===== src/rtl/max_priority_queue_macros.svh =====
// Assertion macros for the max priority queue.
// Used by the top level only; needs aclk and aresetn in scope.
`ifndef MAX_PRIORITY_QUEUE_MACROS_SVH
`define MAX_PRIORITY_QUEUE_MACROS_SVH

// Same-cycle implication.
`define MPQ_ASSERT_NOW(lbl, ante, cons, msg) \
    lbl: assert property (@(posedge aclk) disable iff (!aresetn) (ante) |-> (cons)) \
        else $error(msg);

// Next-cycle implication.
`define MPQ_ASSERT_NEXT(lbl, ante, cons, msg) \
    lbl: assert property (@(posedge aclk) disable iff (!aresetn) (ante) |=> (cons)) \
        else $error(msg);

`endif


===== src/rtl/mpq_pkg.sv =====
// Shared types and constants of the max priority queue.
// No dependencies.
`timescale 1ns / 1ps
package mpq_pkg;
    localparam int CAPACITY = 64;
    localparam int SLOT_W   = $clog2(CAPACITY);
    localparam int IDX_W    = SLOT_W + 1;
    localparam int NODES    = 2 * CAPACITY;
    localparam int CNT_W    = SLOT_W + 1;

    localparam logic [1:0] ST_OK    = 2'd0;
    localparam logic [1:0] ST_EMPTY = 2'd1;
    localparam logic [1:0] ST_FULL  = 2'd2;

    localparam logic OP_INSERT = 1'b0;
    localparam logic OP_REMOVE = 1'b1;

    // One tree node: the winning entry of its subtree.
    typedef struct packed {
        logic               valid;
        logic signed [31:0] key;
        logic [15:0]        tag;
        logic [31:0]        stamp;
        logic [SLOT_W-1:0]  slot;
    } node_t;

    localparam int NODE_W = $bits(node_t);
endpackage


===== src/rtl/mpq_winner.sv =====
// Match unit of the tournament tree: picks the larger key, older entry on a tie.
// Depends on mpq_pkg.
`timescale 1ns / 1ps
module mpq_winner (
    input  mpq_pkg::node_t a,
    input  mpq_pkg::node_t b,
    input  logic [31:0]    stamp_now,
    output mpq_pkg::node_t win
);
    import mpq_pkg::*;

    logic [31:0] age_a;
    logic [31:0] age_b;
    logic        a_wins;

    // Age is measured against the next stamp to hand out.
    assign age_a = stamp_now - a.stamp;
    assign age_b = stamp_now - b.stamp;

    always_comb begin
        a_wins = a.valid && (!b.valid || (a.key > b.key) ||
                 ((a.key == b.key) && (age_a > age_b)));
        win = a_wins ? a : b;
    end
endmodule


===== config.mk =====
export PLATFORM = sky130hd
export DESIGN_NAME = mpq_winner
export DESIGN_NICKNAME = d
export VERILOG_FILES = /design/src/rtl/max_priority_queue_macros.svh /design/src/rtl/mpq_pkg.sv /design/src/rtl/mpq_winner.sv
export SDC_FILE = /design/constraint.sdc
export NUM_CORES = 1
export LEC_CHECK = 0
export BUFFER_PORTS_ARGS = -buffer_cell sky130_fd_sc_hd__buf_2
export CORE_MARGIN = 4
export CORE_UTILIZATION = 45
export DETAILED_ROUTE_END_ITERATION = 7
export PLACE_DENSITY_LB_ADDON = 0.12
export SYNTH_ARGS = -nofsm -noshare
export SYNTH_HDL_FRONTEND = slang
export SYNTH_SLANG_ARGS = --single-unit

===== constraint.sdc =====
create_clock -name vclk -period 6.5
set_input_delay 0.975 -clock vclk [all_inputs]
set_output_delay 0.975 -clock vclk [all_outputs]
set_load 0.02 [all_outputs]

* After elaboration in Yosys (flattened, before gate mapping)
Index checks and enable logic that the tools add are counted.
** Word-level totals
- Input port bits :: 206
- Word-level logic and storage cells :: 11
- Register bits :: 0
- Output and inout bits :: 87
** Cells by class
- Reductions and logical operators :: 5
- Magnitude comparators :: 2
- Add/sub/neg operators :: 2
- Mux-type cells :: 1
- Equal/unequal tests :: 1
** Operator list (count)
- 87-bit 2-to-1 mux :: 1
- 32-bit > comparator :: 2
- 32-bit subtractor :: 2
- 32-bit equality test :: 1
- 1-bit logical AND :: 2
- 1-bit logical OR :: 2
- 1-bit logical NOT :: 1

* Longest topological paths before layout
Gate-level depths: netlist (run 1).
- Word-level depth :: 6
- Gate-level depth with buffers :: 23
- Depth with buffers taken out :: 21

* Worst setup path after synthesis (run 1)
OpenSTA, ideal clock, no wires.
- Path kind :: input to output
- Start point :: in stamp_now[0]
- End point :: out win[10] (netlist name)
- Required time :: 5.525 ns
- Buffers on the path :: 2
- Setup slack :: 0.146 ns
- Stages :: 21
- Data arrival time :: 5.379 ns
- Cells stage by stage :: inv_1 > ha_1 > inv_1 > fa_1 > a211oi_1 > o21ai_0 > a31oi_1 > a2111oi_1 > o41ai_2 > a21oi_2 > a311oi_1 > xnor2_1 > ha_1 > nand4_1 > nor4_1 > a21oi_1 > a211o_1 > a31oi_4 > buf_6 > buf_6 > mux2i_1
** RTL lines
- from (decl) :: line mpq_winner.sv:7 : input logic [31:0] stamp_now,
- to (decl) :: line mpq_winner.sv:8 : output mpq_pkg::node_t win

==> run summary, run 1 <==
The flow ran to the end, but the final reports show violations. The checks that failed: negative setup slack. The number of endpoints with negative hold slack in the final report is 0, and the final net count is 1,523. Before CTS, the worst setup slack after placement is -0.5853 ns. The largest individual stage delay along the critical path comes from the cell sky130_fd_sc_hd__mux2_1. The number of detailed-route iterations in the first pass is 5. From left edge to right edge, the die measures 123.5 um. For this configuration, the core starts out at a cell density of 46.78%.

Max-cap violations in this run came to 0. The actual slew at the worst max-slew pin was 0.5467 ns; the finished layout cell area was 9266 um^2. The critical-path maximum fanout was 8. The first global-routing pass estimated 35.87 mm of wire.

The floorplan step defined a die boundary enclosing 15,240 um^2. The top-area cell type share of the netlist area works out to 26.28%. The worst path uses 104.2% of the clock period.

Across the VDD grid, the largest voltage drop is 0.05304 mV. Cells with a size suffix above 1 make up 40.27% of the layout. Across the whole layout, storage elements account for 0 um^2. The initial detailed-routing violation count was 421; the sum of routed wire length over all layers was 25.21 mm. Yosys synthesis warning count: 0. The logs give 29.62% for the global router's overall resource usage and 0.9317 for the final weighted congestion in routability-driven placement.

Buffers placed on the I/O ports in this run total 293. The analysis attributes to cell leakage a power of 5.183 nW. Synthesis produced a netlist with a net count of 1,138. In the layout the commonest cells are sky130_fd_sc_hd__buf_2, sky130_fd_sc_hd__ha_1, sky130_fd_sc_hd__buf_4. Of all cell types, the one taking the most synthesized area is sky130_fd_sc_hd__ha_1. The number of ports placed on the die boundary came out at 293. Dividing the detail-routed wire length by the instance count gives 18.54 um.

The class of the tightest hold or removal check is primary input to output port. In the final timing run, aggregate negative setup slack is -13.94 ns. The largest single stage delay on the critical path is 0.34 ns. The HPWL after detailed placement is 20.14 mm. Largest net degree at the start of global routing: 17. Leaving out fill and tap cells, the most frequent cell in the layout is sky130_fd_sc_hd__buf_2. The final count of negative-setup-slack endpoints is 86. By startpoint and endpoint, the worst setup path is classified as primary input to output port.

In the finished layout, the clock tree contains a buffer count of 0. Power spread over the standard cell area amounts to 117.9 nW/um^2. Sorting the synthesized cells by area gives the leading types as sky130_fd_sc_hd__ha_1, sky130_fd_sc_hd__mux2_2, sky130_fd_sc_hd__inv_1. The per-cell via count in the routed design works out to 5.472.

The run gives 5.80 ns as the arrival time at the worst endpoint. The synthesized area is 6000 um^2. STA classifies the critical path startpoint as a primary input.

Summing all placed instances gives a cell area of 8185 um^2. The die is 123.5 um tall. After technology mapping, the gate count stands at 804. In the routed design, unresolved DRC markers number 0. The number of global-route vias before repair came out at 7,205. The post-synthesis sequential area ratio is 0%, and the post-synthesis cell type count is 59.

For this block, the via count after detailed routing is 7,442. Number of antenna violations at the first check in global routing: 4. After global routing the overflow that remains totals 0.

The data required time at the worst endpoint came out at 5.52 ns. Setup repair after global routing could not meet its margin everywhere. The signed area change from the synthesized netlist to the final layout was 54.45%. In this run the remaining antenna-violating nets after routing total 0.

The number of pins exceeding their max-slew limit in the final report was 0. The tools report the number of rows created at floorplan as 41. The average size of a mapped cell was 7.462 um^2; the area of the placeable core was 12,820 um^2. The logs give -0.2741 ns for the final worst setup slack and 0 for the number of sequential cells in the layout. The worst setup path is captured at an output port.

Final hold analysis gives a worst-case slack of 2.270 ns. The maximum achievable frequency was 147.6 MHz; the minimum period implied by the final worst setup slack was 6.774 ns. For the normalized max-slew margin, the log shows 63.09%.
[area by class of cell]
| cell class | instances | area, um^2 |
|---|---|---|
| Inverter | 115 | 434.2 |
| Antenna cell | 1 | 2.502 |
| Multi-Input combinational cell | 675 | 5738 |
| Fill cell | 1063 | 3558 |
| Tap cell | 172 | 215.2 |
| Timing Repair Buffer | 397 | 2877 |
[report_power, final]
| group | internal (mW) | leakage, nW | total [mW] | switching (mW) |
|---|---|---|---|---|
| clock | 0.0000000206 | 0.00000634 | 0.0000000206 | 0 |
| sequential | 0 | 0 | 0 | 0 |
| combinational | 0.536 | 5.18 | 1.09 | 0.557 |
| total | 0.536 | 5.18 | 1.09 | 0.557 |
[worst max-delay path: cells and delay by family]
family	cells	cell delay (ns)
multiplexers	1	0.34
AO/OA/AOI/OAI	11	2.28
AND/OR/NAND/NOR	4	0.57
adder cells (fa/ha/maj)	2	0.56
buffers and inverters	8	1.05
[Yosys cell counts, types with 10 or more instances]
cell and count:
sky130_fd_sc_hd__o21bai_1 10, sky130_fd_sc_hd__a21oi_1 75, sky130_fd_sc_hd__xnor2_1 25, sky130_fd_sc_hd__a21o_1 32, sky130_fd_sc_hd__inv_1 115, sky130_fd_sc_hd__mux2_1 10, sky130_fd_sc_hd__nand4_1 13, sky130_fd_sc_hd__mux2_2 47
sky130_fd_sc_hd__o21ai_0 41, sky130_fd_sc_hd__nor3_1 11, sky130_fd_sc_hd__o21a_1 12, sky130_fd_sc_hd__o211ai_1 13, sky130_fd_sc_hd__nor2_1 33, sky130_fd_sc_hd__nand2_1 48, sky130_fd_sc_hd__ha_1 126, sky130_fd_sc_hd__nand2b_1 13
sky130_fd_sc_hd__nor2b_1 11, sky130_fd_sc_hd__xor2_1 27, sky130_fd_sc_hd__nand3_1 11, sky130_fd_sc_hd__mux2i_1 33
[worst paths after layout]
path | from | endpoint | slack, ns | depth (start not counted)
max | b[7] | win[79] | -0.27 | 26
min | a[5] | win[5] | 2.27 | 3
[cells by family after synthesis]
kind of cell / synth area share, %
and+or+nand+nor: 14.83
adders and majority gates: 26.94
xor gates and xnor gates: 7.591
buffers and inverters: 9.009
AOI/OAI and AO/OA: 25.42
muxes: 16.20
[metrics by stage]
step                      power [mW]  util, %  instances
after floorplan               0.5982        -        804
after global placement        0.9146    63.82       1330
after detailed placement      0.9173    63.82       1330
after CTS                      1.036    70.49       1352
after global routing           1.190    72.25       1360
final                          1.093    72.25       1360
[layer usage]
metal  share of wire (%)  up-vias  routed length (um)  track usage, %
li1                    -     3700                   -               -
met1                  41     3417               10370           36.73
met2                  47      260               11960           51.99
met3                 7.4       59                1877           5.352
met4                 3.8        6                 968           8.789
met5                0.12        -                  29               0
[timing repair]
| item | 4_1_cts | 5_1_grt |
|---|---|---|
| setup buffers | 15 | 10 |
| hold buffers | 0 | 0 |
| gates cloned | 7 | 2 |
| setup endpoints to repair | 86 | 86 |
| pin swaps | 13 | 8 |
| resized for setup | 149 | 64 |
Note: power is estimated with default switching activity, not from simulation.
==> run 2, diff against run 1 <==
--- a/config.mk
+++ b/config.mk
@@ -6,8 +6,10 @@
 export NUM_CORES = 1
 export LEC_CHECK = 0
 export BUFFER_PORTS_ARGS = -buffer_cell sky130_fd_sc_hd__buf_2
+export CELL_PAD_IN_SITES_DETAIL_PLACEMENT = 1
+export CELL_PAD_IN_SITES_GLOBAL_PLACEMENT = 2
 export CORE_MARGIN = 4
-export CORE_UTILIZATION = 45
+export CORE_UTILIZATION = 23
 export DETAILED_ROUTE_END_ITERATION = 7
 export PLACE_DENSITY_LB_ADDON = 0.12
 export SYNTH_ARGS = -nofsm -noshare
==> run summary, run 2 (synthesis results as in run 1) <==
The flow ran to the end, but the final reports show violations. Violated checks: negative setup slack (unchanged). The area of placed instances is 8688 um^2 (was 8185 um^2).

The type of destination of the critical path is an output port (unchanged). The number of endpoints with negative hold slack in the final report was 0 (unchanged). The signed area change from the synthesized netlist to the final layout is 58.46% (was 54.45%), and the per-cell via count in the routed design is 4.762 (was 5.472).

The critical path capture point was win[63] (was win[79]). Area of the placeable core: 25,400 um^2 (was 12,820 um^2). The number of detailed-route iterations in the first pass was 4 (was 5); the detailed-route DRC error count was 0 (unchanged). The logs give 0% (about the same) for the part of the power in the clock network and 5.211 nW (was 5.183 nW) for the static leakage power. The worst setup path category was primary input to output port (unchanged). The maximum resistive drop on vdd was 0.03927 mV (was 0.05304 mV); the die boundary height was 169.5 um (was 123.5 um).

The worst hold slack after final layout was 2.265 ns (was 2.270 ns); the internal power of the cells was 526.3 uW (was 536.1 uW). The share of post-route cells with drive strength above 1 is 41.13% (was 40.27%), and the actual slew at the worst max-slew pin is 0.6034 ns (was 0.5467 ns). The final net count is 1,554 (was 1,523). The run gives -0.2788 ns (was -0.2741 ns) as the final worst setup slack. The horizontal die dimension is 169.5 um (was 123.5 um), and the post-cts hold buffer count is 0 (unchanged). The run gives 59.27% (was 63.09%) as the normalized max-slew margin. The minimum period implied by the final worst setup slack was 6.779 ns (was 6.774 ns); the power share of the combinational group was 100.0% (about the same). The logs give -0.7878 ns (was -0.5853 ns) for the worst setup slack before clock tree synthesis and 0 (unchanged) for the overflow left after global routing.

The placed wire-length estimate was 24.21 mm (was 20.14 mm); the port buffer count was 293 (unchanged). The sequential group share of total power was 0% (about the same). The final count of negative-setup-slack endpoints is 86 (unchanged). Class of the tightest hold or removal check: primary input to output port (unchanged). The finished layout cell area was 9507 um^2 (was 9266 um^2); the number of nets with antenna violations after detailed routing was 0 (unchanged). The net switching fraction of the power was 50.93% (about the same); the number of pins exceeding their max-slew limit in the final report was 0 (unchanged).

For the clock tree buffer count of the final layout, the log shows 0 (unchanged). Setup repair after global routing could not meet its margin everywhere. The arrival time at the worst endpoint is 5.80 ns (about the same). The tools report the count of filler cells inserted in the layout as 3,219 (was 1,063). The source of the critical timing path was stamp_now[0] (was b[7]). The run gives 18.14% (was 29.62%) as the global router's overall resource usage. Number of rows created at floorplan: 58 (was 41). The critical path launch point type is a primary input (unchanged). The run gives 7,391 (was 7,442) as the overall via count from detail_route. The initial detailed-routing violation count was 203 (was 421); the final clock period utilization by the worst path was 104.3% (was 104.2%).

The die area is 28,730 um^2 (was 15,240 um^2), and the sequential standard cell area is 0 um^2 (unchanged). The number of sequential cells in the layout was 0 (unchanged). The wire length per cell was 17.83 um (was 18.54 um); the critical-path maximum fanout was 9 (was 8). The logs give 23.62% (was 46.78%) for the starting density of the core and 42.48 mm (was 35.87 mm) for the wire length of the first global-routing pass.

The run gives 5.52 ns (about the same) as the data required time at the worst endpoint. For the largest net degree at the start of global routing, the log shows 11 (was 17). The most common cell after layout, fill and taps aside is sky130_fd_sc_hd__buf_2 (unchanged). Commonest cells after routing, fill and taps aside: sky130_fd_sc_hd__buf_2, sky130_fd_sc_hd__buf_4, sky130_fd_sc_hd__ha_1 (was sky130_fd_sc_hd__buf_2, sky130_fd_sc_hd__ha_1, sky130_fd_sc_hd__buf_4). The number of global-route vias before repair is 7,973 (was 7,205), and the power after layout is 1.073 mW (was 1.093 mW). The tools report the number of antenna violations at the first check in global routing as 5 (was 4). The sum of routed wire length over all layers was 27.67 mm (was 25.21 mm); the power density over the cells was 112.8 nW/um^2 (was 117.9 nW/um^2). The final weighted congestion in routability-driven placement is 0.8284 (was 0.9317), and the max-capacitance violation count is 0 (unchanged). For the power dissipated by switching net loads, the log shows 546.3 uW (was 556.5 uW). The maximum achievable frequency was 147.5 MHz (was 147.6 MHz).

The number of ports placed on the die boundary came out at 293 (unchanged).
[run 2: cell types whose count changed in the layout (fill, tap and decap cells not counted), sizes merged]
cell    delta
diode      +3
buf       +33
clkbuf     -2
[run 2: critical path, stage by stage]
cell and delay [ns]:
sky130_fd_sc_hd__buf_6 0.10, sky130_fd_sc_hd__inv_4 0.04, sky130_fd_sc_hd__buf_6 0.09, sky130_fd_sc_hd__ha_4 0.13
sky130_fd_sc_hd__inv_2 0.03, sky130_fd_sc_hd__fa_2 0.36, sky130_fd_sc_hd__a211oi_4 0.27, sky130_fd_sc_hd__o21ai_1 0.09
sky130_fd_sc_hd__a31oi_1 0.21, sky130_fd_sc_hd__buf_4 0.17, sky130_fd_sc_hd__buf_4 0.11, sky130_fd_sc_hd__o21bai_1 0.11
sky130_fd_sc_hd__a221oi_1 0.30, sky130_fd_sc_hd__buf_4 0.17, sky130_fd_sc_hd__o21ai_0 0.10, sky130_fd_sc_hd__xor2_1 0.16
sky130_fd_sc_hd__ha_1 0.31, sky130_fd_sc_hd__nand4_1 0.21, sky130_fd_sc_hd__nor4_2 0.33, sky130_fd_sc_hd__a21oi_1 0.12
sky130_fd_sc_hd__a211o_1 0.27, sky130_fd_sc_hd__a31oi_4 0.19, sky130_fd_sc_hd__buf_6 0.13, sky130_fd_sc_hd__buf_8 0.11
sky130_fd_sc_hd__buf_12 0.10, sky130_fd_sc_hd__buf_16 0.13, sky130_fd_sc_hd__mux2_2 0.33, sky130_fd_sc_hd__buf_2 0.16
[run 2: routing by layer]
| layer | share of wire [%] | vias to the layer above | track usage (%) |
|---|---|---|---|
| met5 | 0.040 | - | 0 |
| met4 | 0.99 | 2 | 2.275 |
| met3 | 3.9 | 10 | 1.328 |
| met2 | 54 | 170 | 36.98 |
| met1 | 41 | 3454 | 20.88 |
| li1 | - | 3755 | - |
[run 2: timing repair]
item / 4_1_cts / 5_1_grt
setup buffers: 14 / 0
endpoints found under the setup margin: 86 / 86
pin swaps: 14 / 2
resized for setup: 129 / 5
gates cloned: 7 / 0
[run 2: worst min-delay path by stage]
stage	start	end	slack [ns]	depth (start not counted)
3_5_place_dp	a[38]	win[38]	2.30	3
4_1_cts	a[43]	win[43]	2.26	3
3_3_place_gp	a[38]	win[38]	2.29	3
5_1_grt	b[47]	win[47]	2.27	3
6_report	a[47]	win[47]	2.26	3
2_1_floorplan	a[86]	win[86]	2.09	1
[run 2: power groups by stage]
| stage | Combinational [mW] | Clock [mW] | Sequential [mW] |
|---|---|---|---|
| detailed placement | 0.975 | 0 | 0 |
| global placement | 0.966 | 0 | 0 |
| CTS | 1.08 | 0 | 0 |
| global route | 1.20 | 0.0000000825 | 0 |
| floorplan | 0.598 | 0 | 0 |
| finish | 1.07 | 0.0000000826 | 0 |
[run 2: per-stage QoR]
stage                     TNS, ns  std cells  utilization (%)
after floorplan                 0        804                -
after CTS                  -23.18       1548            37.29
after global routing       -44.93       1552            37.43
after detailed placement   -63.96       1527            34.21
final                      -16.75       1552            37.43
after global placement     -56.00       1527            34.21
[run 2: area by class of cell]
cell class | count | area, um^2 | area share (%)
repair buffers | 428 | 3008 | 31.64
inverters | 115 | 434.2 | 4.567
well taps | 330 | 412.9 | 4.343
diodes | 4 | 10.01 | 0.1053
multi-input cells | 675 | 5642 | 59.34
==> run 3, diff against run 2 <==
--- a/config.mk
+++ b/config.mk
@@ -5,12 +5,12 @@
 export SDC_FILE = /design/constraint.sdc
 export NUM_CORES = 1
 export LEC_CHECK = 0
-export BUFFER_PORTS_ARGS = -buffer_cell sky130_fd_sc_hd__buf_2
 export CELL_PAD_IN_SITES_DETAIL_PLACEMENT = 1
 export CELL_PAD_IN_SITES_GLOBAL_PLACEMENT = 2
 export CORE_MARGIN = 4
-export CORE_UTILIZATION = 23
+export CORE_UTILIZATION = 32
 export DETAILED_ROUTE_END_ITERATION = 7
+export DONT_BUFFER_PORTS = 1
 export PLACE_DENSITY_LB_ADDON = 0.12
 export SYNTH_ARGS = -nofsm -noshare
 export SYNTH_HDL_FRONTEND = slang
==> run summary, run 3 (synthesis results as in run 1) <==
Final net count: 1,254 (was 1,554). The run gives 0.8760 (was 0.8284) as the final weighted congestion in routability-driven placement. The starting density of the core was 32.95% (was 23.62%); the maximum resistive drop on vdd was 0.04425 mV (was 0.03927 mV). Traced cell by cell, the critical path runs through clkinvlp_4 > ha_4 > nor2b_1 > o31ai_1 > buf_4 > a211oi_1 > buf_4 > o21a_4 > o211ai_1 > a31oi_2 > o2111a_1 > a211o_1 > ha_4 > nand4_1 > buf_4 > o211ai_1 > a21oi_1 > a211o_1 > a31oi_4 > buf_8 > buf_12 > buf_12 > mux2_4. The per-cell via count in the routed design is 5.646 (was 4.762), and the arrival time at the worst endpoint is 5.61 ns (was 5.80 ns). The critical-path cell with the highest stage delay is sky130_fd_sc_hd__mux2_4 (was sky130_fd_sc_hd__fa_2).

The class of the tightest hold or removal check is primary input to output port (unchanged). The power density over the cells is 123.1 nW/um^2 (was 112.8 nW/um^2). The overall via count from detail_route came out at 6,493 (was 7,391).

The share of the core filled with cells is 42.60% (was 37.43%). Critical path launch point type: a primary input (unchanged). The post-cts hold buffer count is 0 (unchanged).

The run gives 0 (unchanged) as the number of endpoints with negative hold slack in the final report. Placed wire-length estimate: 21.77 mm (was 24.21 mm). The initial detailed-routing violation count is 188 (was 203), and the sequential standard cell area is 0 um^2 (unchanged). The run gives 21,000 um^2 (was 28,730 um^2) as the die area.

The port buffer count was 0 (was 293). The run gives 18,210 um^2 (was 25,400 um^2) as the area of the placeable core. Sum of routed wire length over all layers: 25.17 mm (was 27.67 mm). The area used by multi-input combinational logic is 5834 um^2 (was 5642 um^2).

The number of cells on the worst hold path is 1 (was 3), and the stage delay of the slowest cell on the critical path is 0.36 ns (about the same). For the largest net degree at the start of global routing, the log shows 16 (was 11). The signed area change from the synthesized netlist to the final layout came out at 29.30% (was 58.46%).

Clock tree buffer count of the final layout: 0 (unchanged). The number of antenna violations at the first check in global routing was 4 (was 5). Static leakage power: 4.063 nW (was 5.211 nW). Share of post-route cells with drive strength above 1: 23.97% (was 41.13%).

The wire length of the first global-routing pass came out at 39.18 mm (was 42.48 mm). Number of rows created at floorplan: 49 (was 58). Violated checks: negative setup slack (unchanged). The critical-path maximum fanout is 15 (was 9), and the critical path buffer and inverter count is 7 (was 12). The horizontal die dimension works out to 144.9 um (was 169.5 um).

Setup repair after global routing could not meet its margin everywhere. The run gives 5.52 ns (about the same) as the data required time at the worst endpoint. Most common cell after layout, fill and taps aside: sky130_fd_sc_hd__ha_1 (was sky130_fd_sc_hd__buf_2). The end point of the most critical hold path was win[86] (was win[47]).

The finished layout cell area was 7757 um^2 (was 9507 um^2). The final worst setup slack is -0.08069 ns (was -0.2788 ns), and the number of global-route vias before repair is 7,117 (was 7,973). For the final count of negative-setup-slack endpoints, the log shows 39 (was 86).

Worst hold slack after final layout: 2.095 ns (was 2.265 ns). The dominant cell type by count on the critical path is sky130_fd_sc_hd__buf_4. For the max-capacitance violation count, the log shows 0 (unchanged). The tools report the type of destination of the critical path as an output port (unchanged). The run gives 0 (unchanged) as the detailed-route DRC error count. The post-route setup TNS was -1.578 ns (was -16.75 ns).

The actual slew at the worst max-slew pin is 0.5518 ns (was 0.6034 ns). Commonest cells after routing, fill and taps aside: sky130_fd_sc_hd__ha_1, sky130_fd_sc_hd__inv_1, sky130_fd_sc_hd__buf_4 (was sky130_fd_sc_hd__buf_2, sky130_fd_sc_hd__buf_4, sky130_fd_sc_hd__ha_1). The flow ran to the end, but the final reports show violations. The run gives 2,242 (was 3,219) as the count of filler cells inserted in the layout. The global router's overall resource usage was 22.49% (was 18.14%). The worst setup path category is primary input to output port (unchanged). Minimum period implied by the final worst setup slack: 6.581 ns (was 6.779 ns). The kind of cell adding the most delay to the critical path is compound AO/OA/AOI/OAI gates (unchanged).

Number of sequential cells in the layout: 0 (unchanged). The number of nets with antenna violations after detailed routing is 0 (unchanged). The beginning of the worst hold path was a[86] (was a[47]).

The area of placed instances is 7048 um^2 (was 8688 um^2). The die boundary height was 144.9 um (was 169.5 um); the overflow left after global routing was 0 (unchanged). The run gives 954.6 uW (was 1.073 mW) as the power after layout. For the number of pins exceeding their max-slew limit in the final report, the log shows 0 (unchanged). The final clock period utilization by the worst path is 101.2% (was 104.3%).

The number of ports placed on the die boundary was 293 (unchanged); the wire length per cell was 21.88 um (was 17.83 um). The normalized max-slew margin is 62.75% (was 59.27%). The number of detailed-route iterations in the first pass is 6 (was 4), and the maximum achievable frequency is 152.0 MHz (was 147.5 MHz).
run 3: cell count changes in the layout (fill, tap and decap cells not counted), sizes merged:
cell	before	now
clkinvlp	0	1
diode	4	3
clkinv	0	1
buf	428	128
inv	115	113
run 3: timing repair:
item / CTS / global route
cloned: 7 / 0
gates resized for setup: 95 / 25
pin swaps: 20 / 5
buffers inserted: 13 / 3
endpoints found under the setup margin: 86 / 86
run 3: routing by layer:
| metal | share of wire [%] | track usage [%] | up-vias |
|---|---|---|---|
| li1 | - | - | 3151 |
| met1 | 41 | 26.13 | 3096 |
| met2 | 50 | 42.37 | 193 |
| met3 | 6.0 | 4.334 | 47 |
| met4 | 2.9 | 5.463 | 6 |
| met5 | 0.16 | 0 | - |
run 3: metrics by stage:
stage	cells	setup WS, ns
2_1_floorplan	804	0.1463
3_3_place_gp	1130	-0.4798
3_5_place_dp	1130	-0.6666
4_1_cts	1149	-0.07737
5_1_grt	1149	-0.3358
6_report	1150	-0.08069
run 3: report_power, final:
group	total [mW]	switching, mW	internal, mW	leakage (nW)
Sequential	0	0	0	0
Clock	0.0000000626	0	0.0000000626	0.0000190
Combinational	0.955	0.513	0.441	4.06
Total	0.955	0.513	0.441	4.06
run 3: how the worst max path moves through the flow:
stage	cells past startpoint	from	end	slack [ns]
finish	23	b[7]	win[63]	-0.08
global route	24	b[7]	win[26]	-0.34
CTS	26	stamp_now[0]	win[5]	-0.08
detailed placement	21	stamp_now[0]	win[38]	-0.67
global placement	21	stamp_now[0]	win[0]	-0.48
floorplan	21	stamp_now[0]	win[10]	0.15
run 3: cell type report:
cell class                 count  share of cell area (%)
multi-input combinational    675                   75.21
inverter                     115                   5.952
timing repair buffer         128                   15.05
antenna                        3                 0.09677
tap                          229                   3.694
